## config.mk

```make
export PLATFORM = sky130hd
export DESIGN_NAME = iq_phase_angle
export DESIGN_NICKNAME = d
export VERILOG_FILES = /design/src/hdl/iqpa_pkg.sv /design/src/hdl/iqpa_prep.sv /design/src/hdl/iqpa_cordic_stage.sv /design/src/hdl/iqpa_fold.sv /design/src/hdl/iq_phase_angle.sv
export SDC_FILE = /design/constraint.sdc
export NUM_CORES = 2
export LEC_CHECK = 0
export BUFFER_PORTS_ARGS = -buffer_cell sky130_fd_sc_hd__clkbuf_2
export CORE_ASPECT_RATIO = 1.75
export CORE_MARGIN = 2
export CORE_UTILIZATION = 60
export DETAILED_ROUTE_END_ITERATION = 10
export PLACE_DENSITY = 0.79
export SKIP_CTS_REPAIR_TIMING = 1
export SLEW_MARGIN = 10
export SYNTH_ARGS = -nofsm -noshare
export SYNTH_HDL_FRONTEND = slang
export SYNTH_HIERARCHICAL = 1
export SYNTH_SLANG_ARGS = --single-unit
```

## constraint.sdc

```tcl
create_clock -name i_clk -period 5.5 [get_ports i_clk]
set_input_delay 0.55 -clock i_clk [delete_from_list [all_inputs] [get_ports i_clk]]
set_output_delay 0.55 -clock i_clk [all_outputs]
set_load 0.01 [all_outputs]
```

## src/hdl/iqpa_pkg.sv

```systemverilog
// Package with the constants, types and arctangent table of the phase angle block.
package iqpa_pkg;

    localparam int SAMPLE_WIDTH_DEF = 16;
    localparam int CORDIC_STEPS_DEF = 14;
    localparam int CORDIC_GUARD     = 8;
    localparam int ATAN_TABLE_LEN   = 24;
    localparam int ANGLE_W          = 23;
    localparam int ROUND_SHIFT      = 7;
    localparam int PHASE_W          = 16;

    localparam logic signed [PHASE_W-1:0] PI_Q13      = 16'sd25736;
    localparam logic signed [PHASE_W-1:0] HALF_PI_Q13 = 16'sd12868;

    typedef logic signed [ANGLE_W-1:0] t_angle;

    // Side information that travels with each sample down the pipeline.
    typedef struct packed {
        logic last;
        logic neg_i;
        logic neg_q;
        logic i_zero;
        logic q_zero;
    } t_tag;

    // atan(2^-k) in radians scaled by 2^20, rounded to nearest.
    function automatic t_angle atan_entry(input int unsigned k);
        t_angle v;
        case (k)
            0:       v = 23'sd823550;
            1:       v = 23'sd486170;
            2:       v = 23'sd256879;
            3:       v = 23'sd130396;
            4:       v = 23'sd65451;
            5:       v = 23'sd32757;
            6:       v = 23'sd16383;
            7:       v = 23'sd8192;
            8:       v = 23'sd4096;
            9:       v = 23'sd2048;
            10:      v = 23'sd1024;
            11:      v = 23'sd512;
            12:      v = 23'sd256;
            13:      v = 23'sd128;
            14:      v = 23'sd64;
            15:      v = 23'sd32;
            16:      v = 23'sd16;
            17:      v = 23'sd8;
            18:      v = 23'sd4;
            19:      v = 23'sd2;
            20:      v = 23'sd1;
            default: v = '0;
        endcase
        return v;
    endfunction

endpackage

```

## src/hdl/iqpa_prep.sv

```systemverilog
// Input stage: takes magnitudes of the sample and flags its quadrant and axis cases.
module iqpa_prep #(
    parameter int SAMPLE_WIDTH = iqpa_pkg::SAMPLE_WIDTH_DEF,
    parameter int VEC_W        = SAMPLE_WIDTH + iqpa_pkg::CORDIC_GUARD + 2
) (
    input  logic                           i_clk,
    input  logic                           i_rst_n,
    input  logic                           i_accept,
    input  logic signed [SAMPLE_WIDTH-1:0] i_sample_i,
    input  logic signed [SAMPLE_WIDTH-1:0] i_sample_q,
    input  logic                           i_last,
    output logic                           o_valid,
    output logic signed [VEC_W-1:0]        o_x,
    output logic signed [VEC_W-1:0]        o_y,
    output iqpa_pkg::t_tag                 o_tag
);
    import iqpa_pkg::*;

    localparam int MAG_W = SAMPLE_WIDTH + 1;

    logic [MAG_W-1:0]         mag_i;
    logic [MAG_W-1:0]         mag_q;
    logic signed [VEC_W-1:0]  n_x;
    logic signed [VEC_W-1:0]  n_y;
    t_tag                     n_tag;
    logic                     r_valid;
    logic signed [VEC_W-1:0]  r_x;
    logic signed [VEC_W-1:0]  r_y;
    t_tag                     r_tag;

    // One extra bit keeps the magnitude of the most negative sample exact.
    always_comb begin
        mag_i = i_sample_i[SAMPLE_WIDTH-1] ? MAG_W'(-{i_sample_i[SAMPLE_WIDTH-1], i_sample_i})
                                           : {1'b0, i_sample_i};
        mag_q = i_sample_q[SAMPLE_WIDTH-1] ? MAG_W'(-{i_sample_q[SAMPLE_WIDTH-1], i_sample_q})
                                           : {1'b0, i_sample_q};
        n_x = $signed(VEC_W'({mag_i, {CORDIC_GUARD{1'b0}}}));
        n_y = $signed(VEC_W'({mag_q, {CORDIC_GUARD{1'b0}}}));
        n_tag.last   = i_last;
        n_tag.neg_i  = i_sample_i[SAMPLE_WIDTH-1];
        n_tag.neg_q  = i_sample_q[SAMPLE_WIDTH-1];
        n_tag.i_zero = (i_sample_i == '0);
        n_tag.q_zero = (i_sample_q == '0);
    end

    always_ff @(posedge i_clk) begin
        if (!i_rst_n) begin
            r_valid <= 1'b0;
        end else begin
            r_valid <= i_accept;
        end
    end

    always_ff @(posedge i_clk) begin
        if (i_accept) begin
            r_x   <= n_x;
            r_y   <= n_y;
            r_tag <= n_tag;
        end
    end

    assign o_valid = r_valid;
    assign o_x     = r_x;
    assign o_y     = r_y;
    assign o_tag   = r_tag;

endmodule

```

## src/hdl/iqpa_cordic_stage.sv

```systemverilog
// One registered CORDIC vectoring iteration with a fixed shift.
module iqpa_cordic_stage #(
    parameter int VEC_W = iqpa_pkg::SAMPLE_WIDTH_DEF + iqpa_pkg::CORDIC_GUARD + 2,
    parameter int STEP  = 0
) (
    input  logic                    i_clk,
    input  logic                    i_rst_n,
    input  logic                    i_valid,
    input  logic signed [VEC_W-1:0] i_x,
    input  logic signed [VEC_W-1:0] i_y,
    input  iqpa_pkg::t_angle        i_z,
    input  iqpa_pkg::t_tag          i_tag,
    output logic                    o_valid,
    output logic signed [VEC_W-1:0] o_x,
    output logic signed [VEC_W-1:0] o_y,
    output iqpa_pkg::t_angle        o_z,
    output iqpa_pkg::t_tag          o_tag
);
    import iqpa_pkg::*;

    localparam t_angle STEP_ANGLE = atan_entry(STEP);

    logic signed [VEC_W-1:0] dx;
    logic signed [VEC_W-1:0] dy;
    logic signed [VEC_W-1:0] n_x;
    logic signed [VEC_W-1:0] n_y;
    t_angle                  n_z;
    logic                    r_valid;
    logic signed [VEC_W-1:0] r_x;
    logic signed [VEC_W-1:0] r_y;
    t_angle                  r_z;
    t_tag                    r_tag;

    // Arithmetic shifts floor toward minus infinity; both use the old x and y.
    always_comb begin
        dx = i_y >>> STEP;
        dy = i_x >>> STEP;
        if (!i_y[VEC_W-1]) begin
            n_x = i_x + dx;
            n_y = i_y - dy;
            n_z = i_z + STEP_ANGLE;
        end else begin
            n_x = i_x - dx;
            n_y = i_y + dy;
            n_z = i_z - STEP_ANGLE;
        end
    end

    always_ff @(posedge i_clk) begin
        if (!i_rst_n) begin
            r_valid <= 1'b0;
        end else begin
            r_valid <= i_valid;
        end
    end

    always_ff @(posedge i_clk) begin
        if (i_valid) begin
            r_x   <= n_x;
            r_y   <= n_y;
            r_z   <= n_z;
            r_tag <= i_tag;
        end
    end

    assign o_valid = r_valid;
    assign o_x     = r_x;
    assign o_y     = r_y;
    assign o_z     = r_z;
    assign o_tag   = r_tag;

endmodule

```

## src/hdl/iqpa_fold.sv

```systemverilog
// Output stage: rounds the CORDIC angle to Q2.13 and folds it into the sample's quadrant.
module iqpa_fold (
    input  logic                                   i_clk,
    input  logic                                   i_rst_n,
    input  logic                                   i_valid,
    input  iqpa_pkg::t_angle                       i_z,
    input  iqpa_pkg::t_tag                         i_tag,
    output logic                                   o_valid,
    output logic signed [iqpa_pkg::PHASE_W-1:0]    o_phase,
    output logic                                   o_last
);
    import iqpa_pkg::*;

    localparam int RND_W = ANGLE_W - ROUND_SHIFT;

    t_angle                    z_pos;
    t_angle                    z_rnd;
    logic [RND_W-1:0]          a_full;
    logic signed [PHASE_W-1:0] a;
    logic signed [PHASE_W-1:0] n_phase;
    logic                      r_valid;
    logic signed [PHASE_W-1:0] r_phase;
    logic                      r_last;

    always_comb begin
        z_pos  = i_z[ANGLE_W-1] ? '0 : i_z;
        z_rnd  = z_pos + t_angle'(1 << (ROUND_SHIFT - 1));
        a_full = z_rnd[ANGLE_W-1:ROUND_SHIFT];
        if (a_full > RND_W'(HALF_PI_Q13)) begin
            a = HALF_PI_Q13;
        end else begin
            a = $signed(PHASE_W'(a_full));
        end

        // Samples on an axis take their exact angle; others fold by quadrant.
        if (i_tag.q_zero) begin
            n_phase = i_tag.neg_i ? PI_Q13 : '0;
        end else if (i_tag.i_zero) begin
            n_phase = i_tag.neg_q ? -HALF_PI_Q13 : HALF_PI_Q13;
        end else if (!i_tag.neg_i) begin
            n_phase = i_tag.neg_q ? -a : a;
        end else begin
            n_phase = i_tag.neg_q ? (a - PI_Q13) : (PI_Q13 - a);
        end
    end

    always_ff @(posedge i_clk) begin
        if (!i_rst_n) begin
            r_valid <= 1'b0;
        end else begin
            r_valid <= i_valid;
        end
    end

    always_ff @(posedge i_clk) begin
        if (i_valid) begin
            r_phase <= n_phase;
            r_last  <= i_tag.last;
        end
    end

    assign o_valid = r_valid;
    assign o_phase = r_phase;
    assign o_last  = r_last;

endmodule

```

## src/hdl/iq_phase_angle.sv

```systemverilog
// Top level of the I/Q phase angle block: a pipelined CORDIC atan2.
//
//   Port group           Direction  Handshake
//   -------------------  ---------  ---------------------------------------
//   request (I, Q, last) in         start high and busy low at a clock edge
//   result (angle, last) out        o_valid high for one cycle, no stall
//
// A request is registered in one input stage, in CORDIC_STEPS iteration
// stages (no more than the arctangent table holds) and in one output stage
// on its way to the result. One request can be taken in every cycle while
// busy is low; the iteration stages are unrolled and each holds one sample.
// The reset is synchronous and active low; it clears the valid bits of every
// stage and holds busy high until the first clock edge with i_rst_n high.
// The receiver cannot stall, so busy stays low once the block is out of reset.
//
// The first-quadrant angle atan(|Q|/|I|) is found by CORDIC vectoring on the
// magnitudes with eight guard bits and an angle accumulator in radians times
// 2^20. The output stage rounds it to Q2.13 (pi = 25736), clamps it to the
// range 0 to pi/2, and folds it into the quadrant of the sample. Samples on
// either axis bypass the CORDIC result and take their exact angle: zero for
// the positive I axis and for the zero sample, +pi for the negative I axis,
// and plus or minus pi/2 on the Q axis.
module iq_phase_angle #(
    parameter int SAMPLE_WIDTH = iqpa_pkg::SAMPLE_WIDTH_DEF,
    parameter int CORDIC_STEPS = iqpa_pkg::CORDIC_STEPS_DEF
) (
    input  logic                                i_clk,
    input  logic                                i_rst_n,
    input  logic                                start,
    output logic                                busy,
    input  logic signed [SAMPLE_WIDTH-1:0]      i_sample_i,
    input  logic signed [SAMPLE_WIDTH-1:0]      i_sample_q,
    input  logic                                i_last_sample,
    output logic                                o_valid,
    output logic signed [iqpa_pkg::PHASE_W-1:0] o_phase_angle,
    output logic                                o_last_angle
);
    import iqpa_pkg::*;

    // Vector width covers the guard bits, the CORDIC gain on a diagonal, and a sign.
    localparam int VEC_W     = SAMPLE_WIDTH + CORDIC_GUARD + 2;
    // The arctangent table ends at 24 entries; no iterations run past it.
    localparam int NUM_STEPS = (CORDIC_STEPS < ATAN_TABLE_LEN) ? CORDIC_STEPS
                                                               : ATAN_TABLE_LEN;

    logic                    r_busy;
    logic                    accept;
    logic                    s_valid [0:NUM_STEPS];
    logic signed [VEC_W-1:0] s_x     [0:NUM_STEPS];
    logic signed [VEC_W-1:0] s_y     [0:NUM_STEPS];
    t_angle                  s_z     [0:NUM_STEPS];
    t_tag                    s_tag   [0:NUM_STEPS];

    // Busy only covers the reset period, since every stage advances each cycle.
    always_ff @(posedge i_clk) begin
        if (!i_rst_n) begin
            r_busy <= 1'b1;
        end else begin
            r_busy <= 1'b0;
        end
    end

    assign busy   = r_busy;
    assign accept = start && !r_busy;

    iqpa_prep #(
        .SAMPLE_WIDTH (SAMPLE_WIDTH),
        .VEC_W        (VEC_W)
    ) u_prep (
        .i_clk      (i_clk),
        .i_rst_n    (i_rst_n),
        .i_accept   (accept),
        .i_sample_i (i_sample_i),
        .i_sample_q (i_sample_q),
        .i_last     (i_last_sample),
        .o_valid    (s_valid[0]),
        .o_x        (s_x[0]),
        .o_y        (s_y[0]),
        .o_tag      (s_tag[0])
    );

    // The angle accumulator starts at zero for every sample.
    assign s_z[0] = '0;

    for (genvar k = 0; k < NUM_STEPS; k++) begin : g_step
        iqpa_cordic_stage #(
            .VEC_W (VEC_W),
            .STEP  (k)
        ) u_stage (
            .i_clk   (i_clk),
            .i_rst_n (i_rst_n),
            .i_valid (s_valid[k]),
            .i_x     (s_x[k]),
            .i_y     (s_y[k]),
            .i_z     (s_z[k]),
            .i_tag   (s_tag[k]),
            .o_valid (s_valid[k+1]),
            .o_x     (s_x[k+1]),
            .o_y     (s_y[k+1]),
            .o_z     (s_z[k+1]),
            .o_tag   (s_tag[k+1])
        );
    end

    iqpa_fold u_fold (
        .i_clk   (i_clk),
        .i_rst_n (i_rst_n),
        .i_valid (s_valid[NUM_STEPS]),
        .i_z     (s_z[NUM_STEPS]),
        .i_tag   (s_tag[NUM_STEPS]),
        .o_valid (o_valid),
        .o_phase (o_phase_angle),
        .o_last  (o_last_angle)
    );

endmodule

```

# Yosys cells after proc, flatten, opt, wreduce, memory -nomap -nowiden
# Index checks and enable logic that the tools add are counted.
[totals]
regBits = 1092
in_bits = 36
output_inout_bits = 19
wordCells = 267
[op_classes]
add_sub_neg = 78
magnitude_cmp = 1
mux = 48
reduce_logical = 4
[ops]
columns = ["operator", "count"]
rows = [
  ["26-bit 2-to-1 mux", 23],
  ["23-bit 2-to-1 mux", 12],
  ["16-bit 2-to-1 mux", 7],
  ["26-bit by 15-bit adder with 26-bit output", 2],
  ["26-bit by 16-bit adder with 26-bit output", 2],
  ["26-bit by 17-bit adder with 26-bit output", 2],
  ["26-bit by 18-bit adder with 26-bit output", 2],
  ["26-bit by 19-bit adder with 26-bit output", 2],
  ["26-bit by 20-bit adder with 26-bit output", 2],
  ["26-bit by 21-bit adder with 26-bit output", 2],
  ["26-bit by 22-bit adder with 26-bit output", 2],
  ["26-bit by 23-bit adder with 26-bit output", 2],
  ["26-bit by 24-bit adder with 26-bit output", 2],
  ["26-bit by 25-bit adder with 26-bit output", 2],
  ["26-bit by 15-bit subtractor with 26-bit output", 2],
  ["26-bit by 16-bit subtractor with 26-bit output", 2],
  ["26-bit by 17-bit subtractor with 26-bit output", 2],
  ["26-bit by 18-bit subtractor with 26-bit output", 2],
  ["26-bit by 19-bit subtractor with 26-bit output", 2],
  ["26-bit by 20-bit subtractor with 26-bit output", 2],
  ["26-bit by 21-bit subtractor with 26-bit output", 2],
  ["26-bit by 22-bit subtractor with 26-bit output", 2],
  ["26-bit by 23-bit subtractor with 26-bit output", 2],
  ["26-bit by 24-bit subtractor with 26-bit output", 2],
  ["40 further kinds", 47],
]

# Depth between registers and ports, before layout
[logic_depth]
ltp_word = 9
ltp_mapped = 24
depth_no_buf = 18

# Modules after synthesis
# The synthesis kept the hierarchy.
[by_module_without_submodules]
columns = ["mod", "n_inst", "cells_each", "area_per_inst_um2", "seq_area_each_um2"]
rows = [
  ["iqpa_cordic_stage (g_step[0].u_stage)", 1, 895, 7801.2, 2392.3],
  ["iqpa_cordic_stage (g_step[1].u_stage)", 1, 778, 7249.5, 2422.3],
  ["iqpa_cordic_stage (g_step[4].u_stage)", 1, 748, 7093.1, 2422.3],
  ["iqpa_cordic_stage (g_step[2].u_stage)", 1, 746, 7081.8, 2422.3],
  ["iqpa_cordic_stage (g_step[6].u_stage)", 1, 735, 6942.9, 2422.3],
  ["iqpa_cordic_stage (g_step[3].u_stage)", 1, 724, 6890.4, 2422.3],
  ["iqpa_cordic_stage (g_step[5].u_stage)", 1, 682, 6718.9, 2422.3],
  ["iqpa_cordic_stage (g_step[13].u_stage)", 1, 687, 6671.4, 2422.3],
  ["iqpa_cordic_stage (g_step[9].u_stage)", 1, 629, 6357.3, 2422.3],
  ["iqpa_cordic_stage (g_step[8].u_stage)", 1, 641, 6311.1, 2422.3],
  ["iqpa_cordic_stage (g_step[11].u_stage)", 1, 619, 6188.4, 2422.3],
  ["iqpa_cordic_stage (g_step[12].u_stage)", 1, 616, 6184.7, 2422.3],
  ["iqpa_cordic_stage (g_step[10].u_stage)", 1, 611, 6149.6, 2422.3],
  ["iqpa_cordic_stage (g_step[7].u_stage)", 1, 606, 6077.1, 2422.3],
  ["+3 rows", "-", "-", "-", "-"],
]

# Worst setup path after synthesis
# Ideal clock, no wire load.
[synth_path]
path_type = "register -> register"
from = "reg g_step[13].u_stage.r_z[22]"
to = "reg u_fold.r_phase[12], in the netlist u_fold/o_phase[12] (data pin)"
setup_time_ns = 0.170
t_arrival_ns = 5.045
t_required_ns = 5.330
setup_slack_ns = 0.285
path_stages_with_launch = 24
n_path_buf = 6
synth_period_minus_slack_ns = 5.215
path_cell_list = "edfxtp_1 > buf_2 > buf_2 > buf_2 > nor2b_1 > ha_1 > buf_2 > nand2_1 > nor3_1 > mux2_2 > nor4_4 > o21a_2 > buf_6 > buf_6 > nand2_1 > ha_1 > a311oi_1 > o21ai_0 > a41oi_1 > o21a_1 > a311o_1 > o41ai_2 > o31a_1 > o32ai_2"
[synth_via]
elab_chain_cells = 9
elab_cells_between_ends = 12
cone_classes = "4 x add/sub; 1 x order compare; 7 x mux"
[synth_rtl]
columns = ["item", "line", "source"]
rows = [
  ["from (decl)", "iqpa_cordic_stage.sv:31", "t_angle r_z;"],
  ["from (signal assigned)", "iqpa_cordic_stage.sv:61", "r_z <= n_z;"],
  ["22-bit 2-to-1 mux (*)", "iqpa_fold.sv:26", "z_pos = i_z[ANGLE_W-1] ? '0 : i_z;"],
  ["23-bit by 8-bit adder with 23-bit output (*)", "iqpa_fold.sv:27", "z_rnd = z_pos + t_angle'(1 << (ROUND_SHIFT - 1));"],
  ["16-bit by 14-bit greater-than comparator with 1-bit output", "iqpa_fold.sv:29", "if (a_full > RND_W'(HALF_PI_Q13)) begin"],
  ["16-bit 2-to-1 mux (*)", "iqpa_fold.sv:29", ""],
  ["16-bit negator / 16-bit subtractor (equally long branches)", "iqpa_fold.sv:41, iqpa_fold.sv:43", ""],
  ["16-bit 2-to-1 mux (on tied branches)", "iqpa_fold.sv:41, iqpa_fold.sv:43", ""],
  ["16-bit 2-to-1 mux (*)", "iqpa_fold.sv:40", "end else if (!i_tag.neg_i) begin"],
  ["16-bit 2-to-1 mux (*)", "iqpa_fold.sv:38", "end else if (i_tag.i_zero) begin"],
  ["16-bit 2-to-1 mux (*)", "iqpa_fold.sv:36", "if (i_tag.q_zero) begin"],
  ["to (signal assigned)", "iqpa_fold.sv:57", "r_phase <= n_phase;"],
  ["to (decl)", "iqpa_fold.sv:22", "logic signed [PHASE_W-1:0] r_phase;"],
]
# Mark *: on every way between the ends. The rest lies on a longest branch, timed or not.
# A chain may end at the register's enable or synchronous reset.

# Worst setup path after layout
[layout_path]
from = "reg g_step[6].u_stage.r_y[7]"
to = "reg g_step[7].u_stage.r_x[22] (data pin)"
[layout_via]
elab_chain_cells = 2
elab_cells_between_ends = 3
cone_classes = "2 x add/sub; 1 x mux"
[layout_rtl]
columns = ["item", "line", "source"]
rows = [
  ["from (decl)", "iqpa_cordic_stage.sv:30", "logic signed [VEC_W-1:0] r_y;"],
  ["from (signal assigned)", "iqpa_cordic_stage.sv:60", "r_y <= n_y;"],
  ["26-bit by 19-bit adder with 26-bit output / 26-bit by 19-bit subtractor with 26-bit output (equally long branches)", "iqpa_cordic_stage.sv:39, iqpa_cordic_stage.sv:43", ""],
  ["26-bit 2-to-1 mux (*)", "iqpa_cordic_stage.sv:38", "if (!i_y[VEC_W-1]) begin"],
  ["named net g_step[7].u_stage.n_x[22]", "iqpa_cordic_stage.sv:25", "logic signed [VEC_W-1:0] n_x;"],
  ["to (signal assigned)", "iqpa_cordic_stage.sv:59", "r_x <= n_x;"],
  ["to (decl)", "iqpa_cordic_stage.sv:29", "logic signed [VEC_W-1:0] r_x;"],
]
# The timed path passes the listed nets; every way through them passes the cells marked *.

==> metrics.yaml <==
placement:
  place.gp.congestion: 1.02
  dpl_cell_area_um2: 89900
  portBuffers: 54
  hpwlAfterDp_mm: 204
  place_ws_ps: 652
setup_path:
  crit_path_top_delay_cell: "a2111oi_2"
  cpPeakStageDelay_ps: 1090
  path_cells: "inv_1, ha_1, a21oi_1, xnor2_1, ha_1, o21ai_0, a2111oi_2, o21ai_0, a31o_2, a31oi_1, xor2_1"
  crit_path_end_kind: "register"
  crit_type: "register to register"
  worstSetupStartpointType: "register"
  cp.buffers_inverters: 1
  r2r-start: "g_step[6].u_stage/o_y[7]"
  crit_fanout: 6
  crit_start: "g_step[6].u_stage/o_y[7]"
  required_ps: 5990
  path_delay_family: "compound AO/OA/AOI/OAI gates"
  worstPathArrival_ps: 5520
detailed_routing:
  drt_iter0_markers: 4276
  maxUsedRoutingLayer: "met5"
  met3_length_mm: 10.4
  vias: 72800
  drcViolationCount: 0
  dr.pass1.iters: 6
  wl_per_cell_um: 22.7
  drtAntennaViolNets: 0
  wl_met2_mm: 138
  totalWireLength_mm: 255
  via_per_inst: 6.50
  met1_length_mm: 76.7
die:
  initial_core_util_pct: 60.4
  die_w_um: 293
  die_h_um: 510
  rows: 185
  die_area_um2: 149000
  pin_count: 55
  core_area_um2: 145000
clock_tree:
  clk_pin_slew_ps: 70
  cts_htree_levels: 3
  cts_inserted_buffers: 100
  clock_sinks: 1029
  clockBufferDepth: 3
  cts_root_buf: "clkbuf_16"
  clk_latency_ps: 770
  cts_tree: "yes"
yosys:
  syn_area_um2: 87700
  synthCells: 9197
  yosys_warnings: 6
  syn_area_per_cell_um2: 9.53
sta:
  hold_viol_final: 0
  finalMaxSlewViolations: 0
  relSlewSlack_pct: 15.0
  fin_crit_sh_pct: 91.5
  clock.fmax_ghz: 0.199
  fin_setup_tns_ps: 0
  setup_ws_ps: 466
  min_period_ps: 5030
  tightest_slew_ps: 1270
  rsz0062_at_grt: "no"
  finalClockSkew_ps: 38.3
  holdWs_ps: 74.4
  final-setup-viol-count: 0
power_and_ir_drop:
  power_density_nw_per_um2: 199
  max-vdd-ir-drop_mv: 0.258
  fin_total_pwr_uw: 18600
  leakage_uw: 0.0370
layout:
  synthToLayoutAreaGrowth_pct: 6.71
  drive_above_1_share_pct: 5.85
  nFillCells: 11900
  finish.net_count: 10200
  fin_area_um2: 93500
grt:
  grt_max_degree: 80
  grt_overflow: 0
  grt_antenna_before_repair: 8
  track_usage_pct: 33.5
  grt_pass1_wl_mm: 391
  first_global_vias: 73900
worst_hold_path:
  min_path_type: "input port to register"
  hp-start: "i_sample_q[0]"
flow_run:
  cap_violations: 0
status:
  status: "finished clean"
-- path summary, 6_finish.rpt --
path,end,slack (ps),depth (start not counted)
worst min-delay path,u_prep/o_y[8],70,1
worst max-delay path,g_step[7].u_stage/o_x[22],470,11
worst min register to register,g_step[0].u_stage/o_tag[3],420,0
worst max register to register,g_step[7].u_stage/o_x[22],470,11
-- registers in the layout, summed over array words and instances (netlist names) --
signal	cells
u_prep/o_y	17
busy	1
g_step.u_stage/o_x	299
g_step.u_stage/o_z	274
u_prep/o_valid	1
u_prep/o_tag	5
u_fold/o_last	1
u_fold/o_valid	1
g_step.u_stage/o_y	313
g_step.u_stage/o_tag	70
u_prep/o_x	17
u_fold/o_phase	16
g_step.u_stage/o_valid	14
-- final cells by class --
type / instances / area [um2] / area share, %
inverter: 456 / 1710 / 1.83
tap: 1870 / 2340 / 2.50
sequential: 1029 / 30800 / 32.9
clock buffer: 117 / 2600 / 2.78
timing repair buffer: 117 / 748 / 0.800
multi-input combinational: 7531 / 54300 / 58.1
clock inverter: 73 / 1010 / 1.08
antenna: 7 / 17.5 / 0.0187
-- report_power, final --
part / switching (uW) / internal, uW / total, uW / leakage [uW]
Sequential: 96.7 / 8710 / 8810 / 0.00930
Clock: 3230 / 4410 / 7640 / 0.00172
Combinational: 1320 / 837 / 2160 / 0.0259
Total: 4650 / 14000 / 18600 / 0.0370
-- routing by layer --
| metal | GRT usage (%) | up-vias |
|---|---|---|
| met5 | 0 | - |
| met4 | 33.5 | 6 |
| met3 | 5.51 | 1341 |
| met2 | 65.6 | 2553 |
| met1 | 27.0 | 34600 |
| li1 | - | 34300 |
-- per-stage QoR --
| step | util, % | std cells |
|---|---|---|
| after floorplan | - | 9240 |
| after global placement | 61.9 | 11000 |
| after detailed placement | 61.9 | 11000 |
| after CTS | 64.4 | 11200 |
| after global routing | 64.4 | 11200 |
| final | 64.4 | 11200 |
-- placed cells by master (no fill, tap or decap), types with 31 or more instances in the layout --
| master | instances |
|---|---|
| nor4_1 | 85 |
| o21a_1 | 156 |
| mux2i_1 | 48 |
| xnor2_1 | 734 |
| and2_1 | 81 |
| o21bai_1 | 94 |
| o21ai_0 | 436 |
| o41ai_1 | 31 |
| nor2b_1 | 119 |
| a211o_1 | 34 |
| a311oi_1 | 32 |
| or4_1 | 36 |
| or2_2 | 31 |
| nor3_1 | 209 |
| nand4_1 | 84 |
| fa_1 | 39 |
| inv_1 | 446 |
| a21oi_1 | 893 |
| o31ai_1 | 51 |
| buf_4 | 60 |
| nor2_1 | 858 |
| a31oi_1 | 111 |
| o211ai_1 | 73 |
| ha_1 | 913 |
| a21o_1 | 310 |
| conb_1 | 45 |
| nand3_1 | 143 |
| xor2_1 | 394 |
| nand2_1 | 486 |
| a211oi_1 | 110 |
| o31a_1 | 40 |
| and3_1 | 69 |
| or3_1 | 56 |
| edfxtp_1 | 1012 |
| nand2b_1 | 111 |
| clkbuf_2 | 54 |
| mux2_2 | 33 |
| clkbuf_16 | 101 |
Power figures use the tool's default switching activity.
